--- config.mk ---
export PLATFORM = sky130hd
export DESIGN_NAME = lsa_round_unit
export DESIGN_NICKNAME = d
export VERILOG_FILES = /design/src/sv/lsa_pkg.sv /design/src/sv/lsa_round_unit.sv
export SDC_FILE = /design/constraint.sdc
export NUM_CORES = 1
export LEC_CHECK = 0
export BUFFER_PORTS_ARGS = -buffer_cell sky130_fd_sc_hd__buf_2
export CORE_ASPECT_RATIO = 1.1
export CORE_UTILIZATION = 50
export DETAILED_ROUTE_END_ITERATION = 8
export GPL_TIMING_DRIVEN = 0
export PLACE_DENSITY_LB_ADDON = 0.2
export SYNTH_ARGS = -nofsm -noshare
export SYNTH_HDL_FRONTEND = slang
export SYNTH_SLANG_ARGS = --single-unit
export TNS_END_PERCENT = 10
--- constraint.sdc ---
create_clock -name i_clk -period 2.93 [get_ports i_clk]
set_input_delay 0.586 -clock i_clk [delete_from_list [all_inputs] [get_ports i_clk]]
set_output_delay 0.586 -clock i_clk [all_outputs]
set_load 0.02 [all_outputs]
--- src/sv/lsa_pkg.sv ---
// ----------------------------------------------------------------------------
// lsa_pkg: shared types for the linked slab allocator
// Request and result beat layouts and field widths used by every module but lsa_ram.
// ----------------------------------------------------------------------------
package lsa_pkg;

    localparam int SIZE_W = 11;
    localparam int PID_W  = 6;
    localparam int RND_W  = 12;

    typedef struct packed {
        logic              kind;
        logic [PID_W-1:0]  pid;
        logic [SIZE_W-1:0] request_size;
    } t_lsa_req;

    typedef struct packed {
        logic              status;
        logic [SIZE_W-1:0] first_slab;
    } t_lsa_rsp;

    localparam logic KIND_ALLOC = 1'b0;
    localparam logic KIND_FREE  = 1'b1;
    localparam logic ST_OK      = 1'b0;
    localparam logic ST_OOM     = 1'b1;

endpackage

--- src/sv/lsa_round_unit.sv ---
// ----------------------------------------------------------------------------
// lsa_round_unit: rounds a slab count up to a multiple of the block size
// Accumulates the block size one step per cycle until the count is covered.
// ----------------------------------------------------------------------------
module lsa_round_unit (
    input  logic                       i_clk,
    input  logic                       i_rst_n,
    input  logic                       i_start,
    input  logic [lsa_pkg::SIZE_W-1:0] i_want,
    input  logic [lsa_pkg::SIZE_W-1:0] i_bs,
    output logic                       o_done,
    output logic [lsa_pkg::RND_W-1:0]  o_count
);

    logic                       r_busy, n_busy;
    logic [lsa_pkg::RND_W-1:0]  r_acc, n_acc;
    logic [lsa_pkg::SIZE_W-1:0] r_want, n_want;
    logic [lsa_pkg::SIZE_W-1:0] bs_eff;
    logic                       covered;

    // A zero block size behaves as one.
    assign bs_eff  = (i_bs == '0) ? lsa_pkg::SIZE_W'(1) : i_bs;
    assign covered = r_acc >= lsa_pkg::RND_W'(r_want);

    always_comb begin
        n_busy = r_busy;
        n_acc  = r_acc;
        n_want = r_want;
        if (i_start) begin
            n_busy = 1'b1;
            n_acc  = '0;
            n_want = i_want;
        end else if (r_busy) begin
            if (covered) begin
                n_busy = 1'b0;
            end else begin
                n_acc = r_acc + lsa_pkg::RND_W'(bs_eff);
            end
        end
    end

    always_ff @(posedge i_clk) begin
        if (!i_rst_n) begin
            r_busy <= 1'b0;
        end else begin
            r_busy <= n_busy;
        end
    end

    always_ff @(posedge i_clk) begin
        r_acc  <= n_acc;
        r_want <= n_want;
    end

    assign o_done  = r_busy && covered && !i_start;
    assign o_count = r_acc;

endmodule

==> flow_summary.toml <==
[timing]
fin_worst_skew_ps = 2.77
max_slew_margin_pct = 58.2
rsz0062_at_grt = "false"
worst_pin_slew_ps = 622
finalSetupViolations = 0
finalMaxSlewViolations = 0
period_minus_slack_ps = 2780
hold_viol_final = 0
fmax_mhz = 359
final.period_utilization_pct = 95.0

[critical_path]
endpoint = "o_done"
worst-r2r-setup-slack_ps = 340
r2r_start = "o_count[0]"
crit_start = "o_count[0]"
critPathCaptureType = "primary output"
r2r_cells = 9
timing.rr.end = "o_count[8]"
cp.required_ps = 2340
critPathKind = "reg -> out"
cp_max_fo = 4
cp.arrival_ps = 2200
worstSetupStartpointType = "flip-flop"

[final_layout]
final_cells = 242
final_nets = 257
finalInstanceArea_mm2 = 0.00191
multi_input_area_um2 = 942
seqCellArea_um2 = 591
drive_gt1_share_pct = 25.0
antennaDiodeCount = 0
fillCellCount = 277
areaGrowthSynthToFinish_pct = 16.9

[clock_tree]
ctsResizeCount = 0
clockBufferDepth = 2
cts_root_buf = "clkbuf_4"
numCtsBuffers = 3
clk_pin_slew_worst_paths_ps = 130
cts_tree = "yes"
post_cts_buffers = 0
cts-hold-fix-buffers = 0
htreeDepth = 1
numClockSinks = 24
clkLatencyLatePin_ps = 310

[place]
gp_congestion = 0.879
place_area_mm2 = 0.00186
place_inst = 238
dpl.hpwl_um = 2610
port_buffers = 37

[yosys]
synth_async_sr_flop_share_pct = 0
netlist_area_mm2 = 0.00164
ys_ff_latch = 24
yosys_warnings = 0
synth.distinct_cells = 35
synth.top_cells.by_area = "edfxtp_1, ha_1, dfxtp_1"
ys.flop_type = "dfxtp_1"
syn_avg_cell_area_um2 = 9.80
synthDominantCellAreaShare_pct = 20.2
syn-instance-count = 167
synth_fp_nets = 215
synth_edf_count = 11
synth_area_leader_cell = "edfxtp_1"
ys_seq_area_share_pct = 36.1

[floorplan]
start_util_pct = 53.2
die_h_um = 62.0
dieArea_mm2 = 0.00351
core_mm2 = 0.00307
num_io_pins = 38
core.rowCount = 21
die_x_um = 56.6

[power_and_ir_drop]
peakVddDrop_uv = 339
powerDensity_mw_per_mm2 = 549
p_leak_nw = 0.909

[route]
wl_met3_um = 102
via_per_inst = 5.50
via_count = 1331
met1_length_um = 1460
drc_errors = 0
highest_layer = "met4"
dr.pass1.iters = 4
met2_length_um = 1650
drt_iter0_markers = 39
drt_wl_total_um = 3280
antenna_left = 0
wl_per_cell_um = 13.5

[global_route]
grt_pass1_wl_um = 5140
overflow = 0
grt_pass1_vias = 1254
grt_max_degree = 18
track_usage_pct = 19.2
antenna_found_initial = 0

[run]
cap_violations = 0

[worst_hold_path]
min_from = "i_want[1]"
hp-class = "in -> reg"

[run_status]
outcome = "complete, no violations"
-- worst max-delay path, cell delays in order (launching register included) --
cell and delay, ps:
dfxtp_1 410, inv_1 60, ha_1 290, nand2b_4 150, a2111oi_4 390, a2111oi_4 110, nor3_1 210, nor3_1 80
buf_2 180
-- report_power, final --
part | internal (mW) | switching, mW | total [mW]
sequential | 0.391 | 0.0375 | 0.428
clock | 0.0760 | 0.0999 | 0.176
combinational | 0.200 | 0.247 | 0.447
total | 0.667 | 0.384 | 1.05
-- cell type report --
class,count,share of cell area (%)
plain buffers,10,2.35
well taps,34,2.22
multi-input cells,114,49.2
inverters,19,3.73
clock buffers,4,1.90
flip-flops and latches,24,30.9
repair buffers,37,9.68
-- per-layer routing --
| layer | vias to the layer above | track usage [%] |
|---|---|---|
| met5 | - | 0 |
| met4 | 0 | 9.06 |
| met3 | 6 | 2.48 |
| met2 | 35 | 37.3 |
| met1 | 620 | 21.1 |
| li1 | 670 | - |
-- cell usage after synthesis, types with 2 or more instances --
cell and number:
nor2_1 15, nor3_1 2, dfxtp_1 13, ha_1 22
mux2i_1 9, a211oi_2 2, nor4_1 2, clkbuf_1 9
a21o_1 3, o211ai_1 2, inv_1 19, a211oi_1 2
nand4_1 2, xnor2_1 9, a21oi_1 11, o21bai_1 2
edfxtp_1 11, o21ai_0 6, nand2_1 8, a31o_2 3
-- worst min path at each step --
stage | to | slack, ps | cells after the start
3_3_place_gp | o_count[0] | 540 | 2
2_1_floorplan | o_count[0] | 610 | 2
3_5_place_dp | o_count[0] | 560 | 2
6_report | r_want[1] | 430 | 1
5_1_grt | r_want[3] | 420 | 1
4_1_cts | r_want[1] | 430 | 1
-- cell families (layout without fill, tap and decap cells) --
group                      count (synthesis)  in the layout  share of synthesized area [%]
AOI/OAI and AO/OA                         37             37                           16.7
DFF                                       24             24                           36.1
xor gates and xnor gates                   9              9                           4.82
and+or+nand+nor                           36             36                           11.7
muxes                                      9              9                           5.50
buffers and inverters                     29             70                           7.11
adders and majority gates                 23             23                           18.0
-- stage by stage --
stage | total power [mW] | util, % | hold WS [ps] | setup TNS [ps] | setup WS, ps
2_1_floorplan | 0.759 | - | 610 | 0 | 265
3_3_place_gp | 0.850 | 60.6 | 538 | -81.9 | -81.9
3_5_place_dp | 0.871 | 60.6 | 556 | -166 | -166
4_1_cts | 1.05 | 61.8 | 428 | 0 | 75.7
5_1_grt | 1.11 | 62.2 | 418 | 0 | 27.9
6_report | 1.05 | 62.2 | 433 | 0 | 148
-- registers in the layout (all words and copies together), names as in the netlist --
| name | count |
|---|---|
| r_want | 11 |
| r_busy | 1 |
| o_count | 12 |
-- layout by cell type (no fill, tap or decap), types with 3 or more instances in the layout --
cell      Yosys  routed
buf_2         0      37
ha_1         22      22
inv_1        19      19
nor2_1       15      15
dfxtp_1      13      13
a21oi_1      11      11
edfxtp_1     11      11
clkbuf_1      9       9
xnor2_1       9       9
mux2i_1       9       9
nand2_1       8       8
o21ai_0       6       6
a31o_2        3       3
a21o_1        3       3
clkbuf_4      0       3
(Power assumes the default switching activity.)
